==> src/design/tts_pkg.sv <==
// ----------------------------------------------------------------------------
// tts_pkg
// Shared types and codes for the tick task release scheduler.
// ----------------------------------------------------------------------------
package tts_pkg;

  typedef enum logic [1:0] {
    CMD_ADD    = 2'd0,
    CMD_TICK   = 2'd1,
    CMD_REPORT = 2'd2
  } cmd_t;

  typedef enum logic [1:0] {
    KIND_DISPATCH = 2'd0,
    KIND_ADD      = 2'd1,
    KIND_TICK     = 2'd2,
    KIND_REPORT   = 2'd3
  } kind_t;

  typedef enum logic [1:0] {
    ST_IDLE = 2'd0,
    ST_WALK = 2'd1,
    ST_SUM  = 2'd2
  } state_t;

  typedef struct packed {
    logic [15:0] countdown;
    logic [15:0] reload;
  } tts_entry_t;

  typedef struct packed {
    logic [15:0] countdown;
    logic        fire;
  } tts_upd_t;

endpackage

==> src/design/tts_ram.sv <==
// ----------------------------------------------------------------------------
// tts_ram
// Generic single write port, single read port RAM with registered read.
// ----------------------------------------------------------------------------
module tts_ram #(
  parameter int WIDTH = 32,
  parameter int DEPTH = 16,
  localparam int AW = (DEPTH > 1) ? $clog2(DEPTH) : 1
) (
  input  logic             clk,
  input  logic             we,
  input  logic [AW-1:0]    waddr,
  input  logic [WIDTH-1:0] wdata,
  input  logic [AW-1:0]    raddr,
  output logic [WIDTH-1:0] rdata
);

  logic [WIDTH-1:0] mem [DEPTH];

  always_ff @(posedge clk) begin
    if (we) begin
      mem[waddr] <= wdata;
    end
    rdata <= mem[raddr];
  end

endmodule

==> src/design/tts_entry.sv <==
// ----------------------------------------------------------------------------
// tts_entry
// Per-entry tick update: down-count or reload, and release decision.
// ----------------------------------------------------------------------------
module tts_entry (
  input  tts_pkg::tts_entry_t ent,
  input  logic                nc,
  output tts_pkg::tts_upd_t   upd
);

  import tts_pkg::*;

  logic zero;

  assign zero = (ent.countdown == 16'd0);

  always_comb begin
    upd.countdown = zero ? ent.reload : ent.countdown - 16'd1;
    upd.fire      = zero | nc;
  end

endmodule

==> src/design/tick_task_release_scheduler.sv <==
// ----------------------------------------------------------------------------
// tick_task_release_scheduler
// Task table of down-counters kept in RAM; add, tick walk and report commands.
// ----------------------------------------------------------------------------
// add and report: one result the cycle after start, busy stays low
// tick: one RAM read-modify-write per table entry, busy from the walk through
//   the summary; dispatch beats follow in entry order, summary last
// the receiver cannot stall; each result beat is out_valid for one cycle
// reset clears the task count, overrun count and limit (to 3); the table
//   RAM is not cleared, entries are written by add before a tick walk reads them
module tick_task_release_scheduler #(
  parameter int MAX_TASKS = 16
) (
  input  logic        clk,
  input  logic        rst_n,
  input  logic        start,
  output logic        busy,
  input  logic [1:0]  in_command,
  input  logic [15:0] in_initial_delay,
  input  logic [15:0] in_period,
  input  logic [3:0]  in_task_index,
  input  logic        in_task_completed,
  input  logic        in_tick_pending_again,
  input  logic        in_overrun_check_ignored,
  output logic        out_valid,
  output logic [1:0]  out_kind,
  output logic [3:0]  out_dispatched_task,
  output logic        out_ok,
  output logic        out_overrun_error,
  output logic        out_last,
  input  logic        cfg_we,
  input  logic [7:0]  cfg_wdata
);

  import tts_pkg::*;

  localparam int IDX_W = (MAX_TASKS > 1) ? $clog2(MAX_TASKS) : 1;
  localparam int CNT_W = $clog2(MAX_TASKS + 1);
  localparam int CMP_W = (CNT_W > 4) ? CNT_W : 4;

  state_t             state_r, state_nxt;
  logic [IDX_W-1:0]   idx_r, idx_nxt;
  logic [CNT_W-1:0]   cnt_r, cnt_nxt;
  logic [15:0]        ovr_r, ovr_nxt;
  logic [7:0]         limit_r;
  logic               pend_r, pend_nxt;
  logic               ign_r, ign_nxt;

  logic               accept;
  logic [CMP_W-1:0]   tidx_cmp;
  logic [15:0]        ovr_inc;

  logic               tab_we, flag_we;
  logic [IDX_W-1:0]   waddr, raddr;
  tts_entry_t         tab_wdata, tab_rdata;
  logic [0:0]         flag_wdata, flag_rdata;
  tts_upd_t           upd;

  logic               out_valid_r, out_valid_nxt;
  kind_t              out_kind_r, out_kind_nxt;
  logic [3:0]         out_task_r, out_task_nxt;
  logic               out_ok_r, out_ok_nxt;
  logic               out_err_r, out_err_nxt;
  logic               out_last_r, out_last_nxt;

  assign busy     = (state_r != ST_IDLE);
  assign accept   = start & ~busy;
  assign tidx_cmp = CMP_W'(in_task_index);
  assign ovr_inc  = (ovr_r == 16'hFFFF) ? ovr_r : ovr_r + 16'd1;

  tts_ram #(.WIDTH($bits(tts_entry_t)), .DEPTH(MAX_TASKS)) u_tab_ram (
    .clk   (clk),
    .we    (tab_we),
    .waddr (waddr),
    .wdata (tab_wdata),
    .raddr (raddr),
    .rdata (tab_rdata)
  );

  tts_ram #(.WIDTH(1), .DEPTH(MAX_TASKS)) u_flag_ram (
    .clk   (clk),
    .we    (flag_we),
    .waddr (waddr),
    .wdata (flag_wdata),
    .raddr (raddr),
    .rdata (flag_rdata)
  );

  tts_entry u_entry (
    .ent (tab_rdata),
    .nc  (flag_rdata[0]),
    .upd (upd)
  );

  always_comb begin
    state_nxt     = state_r;
    idx_nxt       = idx_r;
    cnt_nxt       = cnt_r;
    ovr_nxt       = ovr_r;
    pend_nxt      = pend_r;
    ign_nxt       = ign_r;
    tab_we        = 1'b0;
    flag_we       = 1'b0;
    waddr         = idx_r;
    tab_wdata     = '{countdown: in_initial_delay, reload: in_period - 16'd1};
    flag_wdata    = 1'b0;
    raddr         = '0;
    out_valid_nxt = 1'b0;
    out_kind_nxt  = KIND_DISPATCH;
    out_task_nxt  = 4'd0;
    out_ok_nxt    = 1'b0;
    out_err_nxt   = 1'b0;
    out_last_nxt  = 1'b0;
    unique case (state_r)
      ST_IDLE: begin
        if (accept) begin
          unique case (in_command)
            CMD_ADD: begin
              out_valid_nxt = 1'b1;
              out_kind_nxt  = KIND_ADD;
              out_last_nxt  = 1'b1;
              if (cnt_r < CNT_W'(MAX_TASKS)) begin
                tab_we       = 1'b1;
                flag_we      = 1'b1;
                waddr        = cnt_r[IDX_W-1:0];
                out_task_nxt = 4'(cnt_r);
                out_ok_nxt   = 1'b1;
                cnt_nxt      = cnt_r + CNT_W'(1);
              end
            end
            CMD_TICK: begin
              pend_nxt  = in_tick_pending_again;
              ign_nxt   = in_overrun_check_ignored;
              idx_nxt   = '0;
              state_nxt = (cnt_r == '0) ? ST_SUM : ST_WALK;
            end
            CMD_REPORT: begin
              out_valid_nxt = 1'b1;
              out_kind_nxt  = KIND_REPORT;
              out_task_nxt  = in_task_index;
              out_last_nxt  = 1'b1;
              if (tidx_cmp < CMP_W'(cnt_r)) begin
                flag_we    = 1'b1;
                waddr      = tidx_cmp[IDX_W-1:0];
                flag_wdata = ~in_task_completed;
              end
            end
            default: ;
          endcase
        end
      end
      ST_WALK: begin
        tab_we        = 1'b1;
        flag_we       = 1'b1;
        tab_wdata     = '{countdown: upd.countdown, reload: tab_rdata.reload};
        flag_wdata    = flag_rdata | upd.fire;
        out_valid_nxt = upd.fire;
        out_kind_nxt  = KIND_DISPATCH;
        out_task_nxt  = 4'(idx_r);
        raddr         = idx_r + IDX_W'(1);
        if (CNT_W'(idx_r) + CNT_W'(1) == cnt_r) begin
          state_nxt = ST_SUM;
        end else begin
          idx_nxt = idx_r + IDX_W'(1);
        end
      end
      ST_SUM: begin
        out_valid_nxt = 1'b1;
        out_kind_nxt  = KIND_TICK;
        out_last_nxt  = 1'b1;
        if (pend_r & ~ign_r) begin
          ovr_nxt     = ovr_inc;
          out_err_nxt = (ovr_inc > {8'd0, limit_r});
        end else begin
          ovr_nxt = 16'd0;
        end
        state_nxt = ST_IDLE;
      end
      default: state_nxt = ST_IDLE;
    endcase
  end

  always_ff @(posedge clk) begin
    if (!rst_n) begin
      state_r     <= ST_IDLE;
      idx_r       <= '0;
      cnt_r       <= '0;
      ovr_r       <= 16'd0;
      limit_r     <= 8'd3;
      pend_r      <= 1'b0;
      ign_r       <= 1'b0;
      out_valid_r <= 1'b0;
    end else begin
      state_r     <= state_nxt;
      idx_r       <= idx_nxt;
      cnt_r       <= cnt_nxt;
      ovr_r       <= ovr_nxt;
      pend_r      <= pend_nxt;
      ign_r       <= ign_nxt;
      out_valid_r <= out_valid_nxt;
      if (cfg_we) begin
        limit_r <= cfg_wdata;
      end
    end
  end

  always_ff @(posedge clk) begin
    out_kind_r <= out_kind_nxt;
    out_task_r <= out_task_nxt;
    out_ok_r   <= out_ok_nxt;
    out_err_r  <= out_err_nxt;
    out_last_r <= out_last_nxt;
  end

  assign out_valid           = out_valid_r;
  assign out_kind            = out_kind_r;
  assign out_dispatched_task = out_task_r;
  assign out_ok              = out_ok_r;
  assign out_overrun_error   = out_err_r;
  assign out_last            = out_last_r;

endmodule

==> config.mk <==
export PLATFORM = sky130hd
export DESIGN_NAME = tick_task_release_scheduler
export DESIGN_NICKNAME = d
export VERILOG_FILES = /design/src/design/tts_pkg.sv /design/src/design/tts_ram.sv /design/src/design/tts_entry.sv /design/src/design/tick_task_release_scheduler.sv
export SDC_FILE = /design/constraint.sdc
export NUM_CORES = 1
export LEC_CHECK = 0
export ABC_AREA = 1
export BUFFER_PORTS_ARGS = -buffer_cell sky130_fd_sc_hd__buf_2
export CAP_MARGIN = 0
export CORE_MARGIN = 2
export CORE_UTILIZATION = 40
export CTS_BUF_LIST = sky130_fd_sc_hd__clkbuf_4 sky130_fd_sc_hd__clkbuf_8
export CTS_CLUSTER_DIAMETER = 100
export CTS_CLUSTER_SIZE = 10
export DETAILED_ROUTE_END_ITERATION = 6
export MAX_ROUTING_LAYER = met4
export PLACE_DENSITY = 0.67
export SETUP_SLACK_MARGIN = 0.4
export SYNTH_ARGS = -nofsm -noshare
export SYNTH_HDL_FRONTEND = slang
export SYNTH_HIERARCHICAL = 1
export SYNTH_SLANG_ARGS = --single-unit
==> constraint.sdc <==
create_clock -name clk -period 4.2 [get_ports clk]
set_input_delay 0.84 -clock clk [delete_from_list [all_inputs] [get_ports clk]]
set_output_delay 0.84 -clock clk [all_outputs]
set_load 0.02 [all_outputs]
### Word-level counts from Yosys, hierarchy flattened

Memory sizes are Yosys's and may differ from the RTL's. A register that Yosys moved wholly into a read port is not among the register bits.
Index checks and enable logic that the tools add are counted.

* output and inout bits: 11
* bits in read-only memories: 0
* memory bits (writable): 528
* memories: 2
* input port bits: 53
* bits in registers: 47
* latch bits: 0
* word-level logic and storage cells: 99

* shifts and indexed selects: 0
* order comparisons: 3
* add/subtract/negate cells: 6
* $mul: 0
* reduce and logical (&&, ||, !) cells: 12
* bitwise operators: 7
* muxes and demuxes: 46
* equality and inequality tests: 10
* divide/modulo/power cells: 0

Memory list
* u_tab_ram.mem: words 16, bits a word 32, read ports 1, clocked after Yosys merged registers in 1, wr ports 1, line tts_ram.sv:18 `logic [WIDTH-1:0] mem [DEPTH];`
* u_flag_ram.mem: words 16, bits a word 1, read ports 1, clocked after Yosys merged registers in 1, wr ports 1, line tts_ram.sv:18

Operators with widths (count)
* $mux 16: 3
* $mux 4: 10
* $mux 32: 1
* $pmux 4 s2: 4
* $sub 16x1->16 const B: 2
* $add 16x1->16 const B: 1
* $eq 16x16->1 const B: 1
* $gt 16x8->1: 1
* $logic_not 16->1: 1
* $mux 1: 14
* $pmux 2 s2: 3
* $mux 2: 5
* $pmux 1 s2: 5
* $reduce_and 4->1: 2
* $ne 2x2->1 const B: 3
* $reduce_and 3->1: 2
* $add 4x1->5 const B: 1
* $add 5x1->5 const B: 1
* $eq 5x5->1: 1
* $logic_not 5->1: 1
* $lt 4x5->1: 1
* $lt 5x5->1 const B: 1
* $add 4x1->4 const B: 1
* $eq 2x1->1 const B: 2
* other kinds (10): 17

### Longest topological paths before layout

Gate-level depths: netlist (run 1).

* depth after elaboration: 7
* gate-level depth with buffers: 21

### Hierarchy

The synthesis (run 1) kept the hierarchy.

By module, submodules not included
* tts_ram (u_tab_ram): sequential area each 16015.4 um^2, instances 1, area each 22730.6 um^2, cells each 2120
* tick_task_release_scheduler: sequential area each 940.9 um^2, instances 1, area each 3627.2 um^2, cells each 586
* tts_ram (u_flag_ram): sequential area each 500.5 um^2, instances 1, area each 849.6 um^2, cells each 94
* tts_entry: sequential area each 0.0 um^2, instances 1, area each 645.6 um^2, cells each 134

### Least setup slack after synthesis (run 1)

OpenSTA, ideal clock, no wires.

* path type: in2reg
* start: in in_task_index[2]
* end: mem u_tab_ram.mem[12][0], enable pin
* stages on the path: 12
* library setup time: 0.421 ns
* required time: 3.779 ns
* setup slack: 0.019 ns
* data arrival time: 3.760 ns
* cell sequence: ha_1 -> nand2_1 -> inv_1 -> o21ai_0 -> nand3_1 -> nand2_1 -> nand3_1 -> nand3_1 -> nand2_1 -> o21ai_0 -> nand3_1 -> nor2_1

* cells in the longest elaborated chain, start to end: 5

Ends and longest elaborated chain
* from (decl): line tick_task_release_scheduler.sv:21 `input logic [3:0] in_task_index,`
* $lt 4x5->1: line tick_task_release_scheduler.sv:142 `if (tidx_cmp < CMP_W'(cnt_r)) begin`
* $mux 4: line tick_task_release_scheduler.sv:142
* $pmux 4 s2: line tick_task_release_scheduler.sv:117 `unique case (in_command)`
* $mux 4: line tick_task_release_scheduler.sv:116 `if (accept) begin`
* $mux 4: line tick_task_release_scheduler.sv:114 `unique case (state_r)`
* net waddr[3]: line tick_task_release_scheduler.sv:54 `logic [IDX_W-1:0] waddr, raddr;`
* to (decl): line tts_ram.sv:18

The timed path passes the listed nets, and every way through them passes these cells.

### Final worst setup path (run 1)

* start: reg cnt_r[2]
* end: mem u_tab_ram.mem[13][6], enable pin

RTL lines
* from (decl): line tick_task_release_scheduler.sv:43 `logic [CNT_W-1:0] cnt_r, cnt_nxt;`
* from (signal assigned): line tick_task_release_scheduler.sv:196 `cnt_r <= cnt_nxt;`
* $lt 4x5->1 or $lt 5x5->1 (tied branches): line tick_task_release_scheduler.sv:142, tick_task_release_scheduler.sv:122
* $mux 4 (on tied branches): line tick_task_release_scheduler.sv:142, tick_task_release_scheduler.sv:122
* $pmux 4 s2 *: line tick_task_release_scheduler.sv:117
* $mux 4 *: line tick_task_release_scheduler.sv:116
* $mux 4 *: line tick_task_release_scheduler.sv:114
* net waddr[0]: line tick_task_release_scheduler.sv:54

The timed path passes the listed nets; every way through them passes the cells marked *.

==> results.txt, run 1 <==
TritonCTS built the clock tree. The number of antenna violations at the first check in global routing came out at 7. In the synthesized netlist the dominant register cell turns out to be sky130_fd_sc_hd__edfxtp_1.

The run finished with clean final reports. Synthesis produced a netlist whose cell count is 2934. The share of total power in sequential cells came out at 59.2%. The count of input and output buffers is 63. sky130_fd_sc_hd__edfxtp_1 takes more of the synthesized area than any other cell. Dividing the detail-routed via count by the number of cells gives 4.88. The number of global-route vias before repair was 18.6k. After the last flow step, the layout net total stands at 3067. The number of sinks driven by the clock tree is 608. The required time reported for the critical path endpoint came out at 4.54 ns. Across the run, the number of max-cap violations was 0. Detailed routing inserted a total of 19.5k vias.

The number of detailed-routing iterations run before antenna repair is 7. By area the synthesized netlist is led by sky130_fd_sc_hd__edfxtp_1 (57%), sky130_fd_sc_hd__nand2_1 (13%), sky130_fd_sc_hd__nand3_1 (8.0%), sky130_fd_sc_hd__inv_1 (6.4%), sky130_fd_sc_hd__dfxtp_1 (5.7%). The horizontal extent of the die is 268 um. STA classifies the critical path endpoint as a register.

The initial utilization of the core area, before any placement, comes to 40.5%. The clock network power share is 36.5%. The routed wire length per instance came out at 16.6 um. The share of the yosys chip area belonging to registers is 62.7%.

The row count came out at 96. The largest fanout on the critical path came out at 32. The tree is rooted in a sky130_fd_sc_hd__clkbuf_8. The kind of cell with the highest combined delay along the critical path is simple AND/OR/NAND/NOR gates. In the synthesized netlist the async set-or-reset flop fraction comes to 0%. Summed over all nets, the switching power comes to 2500 uW. The highest clock rate came out at 292 MHz. The power share of the combinational group came out at 4.4%. Summed over all layers, the global routing overflow is 0. The final critical delay including setup and external delays is 3.42 ns.

The number of flops mapped to enable cells by yosys is 528. The number of hold buffers added after CTS was 0. The clock reaches the later pin of the worst-skew pair after 0.68 ns.

The number of library cell types mapped by synthesis is 46. The die covers 71800 um^2. The residual DRC count is 0. The total routing usage reported by global routing came out at 19.2%. The final RePlAce weighted congestion is 0.932. The standby leakage power came out at 0.0130 uW. For this block, the initial DRC count from the detailed router was 1856. The clock buffer count from CTS came out at 70. The count of final hold-check violations is 0. No sink is reached through more buffers than the 3 on the longest clock path. Setup repair after global routing could not meet its margin everywhere.

The stage delay of the slowest cell on the critical path is 0.41 ns. The worst-path cell with the longest stage delay is sky130_fd_sc_hd__dfxtp_1. In the final timing run, aggregate negative setup slack is 0 ns.

The first global-routing pass estimated 103000 um of wire. The relative slew slack came out at 30.0%. The power per cell area came out at 367 nW/um^2.

Of the available clock period, the critical path in the final layout requires 81.5%. The count of antenna-violating nets left after detailed routing is 0. Entering global routing, the biggest net connects 164 pins.

In this run the count of I/O pins placed on the die edge is 64. Counting stages on the worst path, the most repeated cell is sky130_fd_sc_hd__nand2_1. The floorplan core area came out at 68800 um^2. The area growth from synthesis to layout came out at 10.3%. The maximum vdd ir drop is 0.000221 V. At the pin with the least slew margin, the transition time is 1.05 ns.

The clock-pin slew of the registers on the worst-case setup and hold paths came out at 0.09 ns. The Yosys step of the flow raised 6 warnings. The final-report max-slew violation count was 0. The proportion of netlist area held by the largest area contributor came out at 56.9%. The HPWL after detailed placement is 38700 um.

Together, buffers and inverters on the worst path number 4. Setup violations remaining at the end of the flow were counted as 0. STA puts the critical path data arrival time at 3.76 ns. The class of the worst hold path is input pin to register. The number of nets produced by synthesis came out at 3005. The average cell area after synthesis is 9.49 um^2. The overall routed net length is 66300 um. The total of fill cells in the finished design is 6478.

The floorplan step set the die height to 268 um. The internal power of the cells came out at 8780 uW. The total standard cell area after synthesis is 27900 um^2. The share of post-route cells with drive strength above 1 is 11.0%. The net switching fraction of the power came out at 22.2%.

The signal on the critical path passes through inv_1 -> ha_1 -> nand2_1 -> inv_1 -> o21ai_0 -> nand3_1 -> nand2_1 -> nand3_1 -> nand3_1 -> nand2_1 -> o21ai_0 -> nand2_1 -> buf_4 -> nor2_4 -> buf_12. STA classifies the critical path startpoint as a register. The worst hold slack came out at 0.376 ns. The final clock skew came out at 0.0375 ns. The worst setup path is of the register to register kind.

The maximum level of the CTS H-tree came out at 3. The number of register bits inferred by synthesis came out at 608.
==> tightest hold or removal path: stages <==
cell and delay [ns]:
sky130_fd_sc_hd__buf_2 0.08, sky130_fd_sc_hd__nand2_1 0.04, sky130_fd_sc_hd__nand3_1 0.06
==> layout by cell type (no fill, tap or decap), types with 11 or more instances in the layout <==
cell	instances
sky130_fd_sc_hd__a21oi_1	34
sky130_fd_sc_hd__buf_12	21
sky130_fd_sc_hd__buf_2	63
sky130_fd_sc_hd__buf_4	29
sky130_fd_sc_hd__clkbuf_4	47
sky130_fd_sc_hd__clkbuf_8	71
sky130_fd_sc_hd__dfxtp_1	80
sky130_fd_sc_hd__edfxtp_1	528
sky130_fd_sc_hd__ha_1	18
sky130_fd_sc_hd__inv_1	470
sky130_fd_sc_hd__inv_2	11
sky130_fd_sc_hd__nand2_1	959
sky130_fd_sc_hd__nand2_2	20
sky130_fd_sc_hd__nand3_1	443
sky130_fd_sc_hd__nand4_1	12
sky130_fd_sc_hd__nor2_1	84
sky130_fd_sc_hd__nor2_2	13
sky130_fd_sc_hd__nor2_4	25
sky130_fd_sc_hd__o21ai_0	29
sky130_fd_sc_hd__xor2_1	15
==> through the flow <==
stage / power (uW) / cells / util [%] / area, um^2 / setup slack [ns]
finish: 11300 / 3988 / 44.6 / 30700 / 0.778
global route: 11700 / 3987 / 44.6 / 30700 / 0.367
CTS: 11400 / 3978 / 44.6 / 30700 / 0.746
detailed placement: 7300 / 3853 / 42.6 / 29300 / 0.330
global placement: 7290 / 3853 / 42.6 / 29300 / 0.336
floorplan: 7100 / 2934 / - / 27900 / 0.0190
==> metal layers <==
metal	vias up	global-route usage [%]	share of wire (%)
met4	0	5.44	2.1
met2	665	30.0	46
met1	9126	25.9	45
li1	9549	-	-
met3	118	3.31	7.1
met5	-	-	0
==> power by group through the flow <==
stage / clock, uW / sequential [uW] / combinational [uW]
global placement: 0 / 6810 / 481
detailed placement: 0 / 6810 / 488
floorplan: 0 / 6800 / 295
finish: 4120 / 6680 / 492
CTS: 4210 / 6680 / 490
global route: 4430 / 6680 / 550
==> logic make-up after synthesis <==
group | Yosys count | share of synthesized area (%)
flops | 608 | 62.7
compound gates | 86 | 1.70
buf+inv | 612 | 9.58
fa+ha+maj | 18 | 0.809
xor+xnor | 24 | 0.755
simple gates | 1586 | 24.5
==> synthesized netlist by cell type (2+ instances only) <==
cell	count
sky130_fd_sc_hd__dfxtp_1	80
sky130_fd_sc_hd__nor2_1	103
sky130_fd_sc_hd__buf_12	2
sky130_fd_sc_hd__a21oi_2	3
sky130_fd_sc_hd__nand3_2	8
sky130_fd_sc_hd__nor3_1	5
sky130_fd_sc_hd__xnor2_1	9
sky130_fd_sc_hd__o21ai_0	31
sky130_fd_sc_hd__o21ai_1	5
sky130_fd_sc_hd__buf_1	14
sky130_fd_sc_hd__clkbuf_1	24
sky130_fd_sc_hd__a31oi_1	4
sky130_fd_sc_hd__buf_6	32
sky130_fd_sc_hd__nor3_4	2
sky130_fd_sc_hd__xor2_1	15
sky130_fd_sc_hd__nand3b_1	7
sky130_fd_sc_hd__nand2_2	19
sky130_fd_sc_hd__ha_1	18
sky130_fd_sc_hd__nand3_1	443
sky130_fd_sc_hd__buf_4	7
sky130_fd_sc_hd__nand4_1	12
sky130_fd_sc_hd__nand2_1	960
sky130_fd_sc_hd__inv_1	473
sky130_fd_sc_hd__nor2_2	14
sky130_fd_sc_hd__clkinv_2	2
sky130_fd_sc_hd__nor2_4	5
sky130_fd_sc_hd__or2_2	2
sky130_fd_sc_hd__inv_2	11
sky130_fd_sc_hd__o21ai_2	2
sky130_fd_sc_hd__a21oi_1	34
sky130_fd_sc_hd__buf_2	44
sky130_fd_sc_hd__nand2_4	3
sky130_fd_sc_hd__edfxtp_1	528
==> cell type report <==
| type | count | area (um^2) | area share (%) |
|---|---|---|---|
| Sequential cell | 608 | 17500 | 56.8 |
| Multi-Input combinational cell | 1714 | 7880 | 25.6 |
| Timing Repair Buffer | 113 | 953 | 3.10 |
| Tap cell | 931 | 1160 | 3.79 |
| Clock buffer | 118 | 1330 | 4.33 |
| Antenna cell | 8 | 20.0 | 0.0651 |
| Clock inverter | 7 | 62.6 | 0.204 |
| Inverter | 489 | 1860 | 6.06 |
==> repair_timing <==
action                     4_1_cts  5_1_grt
setup endpoints to repair        0      152
buffers inserted                 0        2
hold endpoints to repair         0        0
resized for setup                0        1
==> sequential cells by signal, indices dropped and copies added (netlist names), 2 cells and up <==
register	flops
limit_r	8
state_r	2
u_flag_ram/mem	16
u_tab_ram/rdata	32
ovr_r	16
cnt_r	5
u_tab_ram/mem	512
idx_r	4
out_dispatched_task	4
out_kind	2
==> worst paths after layout <==
check                    start                   end  slack, ns  cells past startpoint
setup / recovery      cnt_r[2]  u_tab_ram/mem[13][6]       0.78                     15
hold / removal    cfg_wdata[0]            limit_r[0]       0.38                      3
setup reg to reg      cnt_r[2]  u_tab_ram/mem[13][6]       0.78                     15
hold reg to reg     limit_r[0]            limit_r[0]       0.47                      2
(Power assumes the default switching activity.)
==> run 2, diff against run 1 <==
- clock period: 4.2 -> 2.97 ns (I/O delays scaled with it)
==> run 2 against run 1 <==
- cell count is 2.7% higher
- global-route usage up 1.6 points
- critical path type unchanged
- core utilization rose by 2.9 points
- largest cell class unchanged
- worst setup slack worse by 0.47 ns
==> results.txt, run 2 (same netlist as run 1, synthesis figures left out) <==
The run finished with clean final reports. The number of global-route vias before repair came out at 18.7k (+0.42%). The standby leakage power was 0.0139 uW (+6.9%). The number of placed I/O pins came out at 64 (unchanged). The cell sitting at the root of the clock tree is a sky130_fd_sc_hd__clkbuf_8.

The post-route fraction of the period consumed by the critical path is 89.5% (+8.0 points). The number of cells in the finished layout apart from fillers is 4095 (+2.7%). Counting flops per register, the top entry is u_tab_ram/mem. The wire length of the first global-routing pass came to 109000 um (+5.8%). The arrival time at the worst endpoint is 3.04 ns (-0.72 ns). The residual DRC count is 0 (unchanged).

In the final layout, the registers with the most flip-flops are u_tab_ram/mem: 512 flops, u_tab_ram/rdata: 32 flops. The total setup violations reported at the end of the flow is 0 (unchanged). The critical path class is register to register. The kind of start point of the critical path is a register. The clock buffer count from CTS came out at 71 (+1.4%). The overall routed net length is 75700 um (+14%). Compared with the post-synthesis result, the final layout area differs by 17.4%. The number of instances in the placed design is 3907 (+1.4%).

The total routing usage reported by global routing is 20.9% (+1.6 points). The number of sinks driven by the clock tree came out at 608 (unchanged). The estimated wirelength of the detail-placed design is 45800 um (+18%).

The clock-pin slew of the registers on the worst-case setup and hold paths came out at 0.07 ns (-0.02 ns). The routed wire length per instance is 18.5 um (+11%). The path depth of the worst reg2reg path was 18 (+3).

The maximum number of pins on one net before global-route repair was 96 (-41%). The later-pin clock latency in the skew report is 0.68 ns (about the same). The final RePlAce weighted congestion came out at 0.889 (-4.6%).

The number of detailed-routing iterations run before antenna repair came out at 5 (-2). The hold path depth came out at 3 (unchanged). The relative slew slack came out at 30.1% (+0.064 points). The most common cell after layout, fill and taps aside is sky130_fd_sc_hd__nand2_1. The worst reg-to-reg setup slack is 0.31 ns (-0.47 ns).

The number of antenna violations at the first check in global routing is 8 (+1). The flip-flop count of the largest register after layout came out at 512 (unchanged). Setup repair after global routing could not meet its margin everywhere.

The final setup TNS came out at 0 ns (unchanged). The count of input and output buffers is 63 (unchanged). The buffer depth of the longest clock path is 3 (unchanged). The final worst setup slack came to 0.311 ns (-0.467 ns). The count of final hold-check violations is 0 (unchanged). The final-report max-slew violation count is 0 (unchanged). The slew at the pin closest to its max-slew limit came out at 1.05 ns (+0.00392 ns). The row count is 96 (unchanged). The horizontal extent of the die came out at 268 um (unchanged). The area enclosed by the die boundary came out at 71800 um^2 (unchanged).

The via count of the routed design is 20.4k (+4.8%). In the layout the commonest cells are sky130_fd_sc_hd__nand2_1 (949), sky130_fd_sc_hd__edfxtp_1 (528), sky130_fd_sc_hd__inv_1 (464). TritonCTS built the clock tree. The endpoint class of the critical path is a register. The largest fanout on the critical path is 6 (-81%). The initial core utilization came to 40.5% (unchanged).

The maximum vdd ir drop came out at 0.000290 V (+31%). The final-stage net count came out at 3187 (+3.9%). The highest clock rate is 376 MHz (+29%). The maximum level of the CTS H-tree was 3 (unchanged). The number of max-cap violations came out at 0 (unchanged).

The post-detailed-route via-to-cell ratio is 4.98 (+2.1%). The tightest min-delay check is of the input pin to register type. The required time reported for the critical path endpoint is 3.35 ns (-1.19 ns).

The worst setup slack before clock tree synthesis is 0.0322 ns (-0.297 ns). The final clock skew is 0.0557 ns (+0.0181 ns). The share of post-route cells with drive strength above 1 came out at 15.1% (+4.1 points). The total of fill cells in the finished design is 6242 (-3.6%). The power per cell area is 491 nW/um^2 (+34%). The y dimension of the die was 268 um (unchanged).

The final core utilization is 47.5% (+2.9 points). The floorplan core area is 68800 um^2 (unchanged). The violation count after the first detailed-routing iteration was 2481 (+34%). The final critical delay including setup and external delays was 2.66 ns (-0.763 ns).

The count of antenna-violating nets left after detailed routing came to 0 (unchanged). The overflow left after global routing came to 0 (unchanged).
## run 2: area by class of cell
cell class              instances  area [um^2]  share of cell area (%)
flip-flops and latches        608        17500                    53.4
multi-input cells            1714         8060                    24.6
repair buffers                232         2790                    8.52
inverters                     489         1870                    5.73
clock buffers                 109         1270                    3.90
well taps                     931         1160                    3.56
clock inverters                 7         67.6                   0.207
diodes                          5         12.5                  0.0383
## run 2: worst max-delay path: stages (launching register included)
cell and delay, ns:
sky130_fd_sc_hd__dfxtp_2 0.35, sky130_fd_sc_hd__inv_4 0.05, sky130_fd_sc_hd__ha_4 0.20, sky130_fd_sc_hd__inv_2 0.06, sky130_fd_sc_hd__nor2_4 0.04, sky130_fd_sc_hd__buf_4 0.14, sky130_fd_sc_hd__o21ai_4 0.06, sky130_fd_sc_hd__nand3_2 0.14
sky130_fd_sc_hd__buf_6 0.15, sky130_fd_sc_hd__nand2_1 0.07, sky130_fd_sc_hd__nand3_2 0.08, sky130_fd_sc_hd__nand3_2 0.07, sky130_fd_sc_hd__nand2_2 0.06, sky130_fd_sc_hd__o21ai_4 0.10, sky130_fd_sc_hd__buf_4 0.16, sky130_fd_sc_hd__nand2_4 0.10
sky130_fd_sc_hd__nor2_4 0.14, sky130_fd_sc_hd__buf_12 0.17, sky130_fd_sc_hd__clkbuf_16 0.18
## run 2: repair_timing
item,4_1_cts,5_1_grt
pin swaps,10,16
endpoints found under the setup margin,527,533
resized for setup,31,26
hold buffers,0,0
setup buffers,13,25
gates cloned,4,25
## run 2: metal layers
layer / GRT usage, % / share of wire, %
met2: 30.5 / 44
met1: 29.6 / 43
met4: 5.71 / 2.3
met3: 4.14 / 11
met5: - / 0
## run 2: per-stage QoR
| step | power, uW | hold slack [ns] | area [um^2] |
|---|---|---|---|
| finish | 16000 | 0.156 | 32700 |
| global route | 16500 | 0.129 | 32700 |
| CTS | 16100 | 0.107 | 31700 |
| detailed placement | 10400 | 0.460 | 30100 |
| global placement | 10400 | 0.458 | 30100 |
| floorplan | 10100 | 0.435 | 28100 |
## run 2: path summary, 6_finish.rpt
path | from | to
setup reg to reg | cnt_r[3] | u_tab_ram/mem[15][5]
hold reg to reg | limit_r[4] | limit_r[4]
setup / recovery | cnt_r[3] | u_tab_ram/mem[15][5]
hold / removal | cfg_wdata[0] | limit_r[0]
## run 2: report_power, final
group | switching [uW] | total (uW) | internal (uW) | leakage, uW
Combinational | 605 | 870 | 265 | 0.00780
Sequential | 55.8 | 9440 | 9390 | 0.00542
Clock | 2990 | 5730 | 2740 | 0.000713
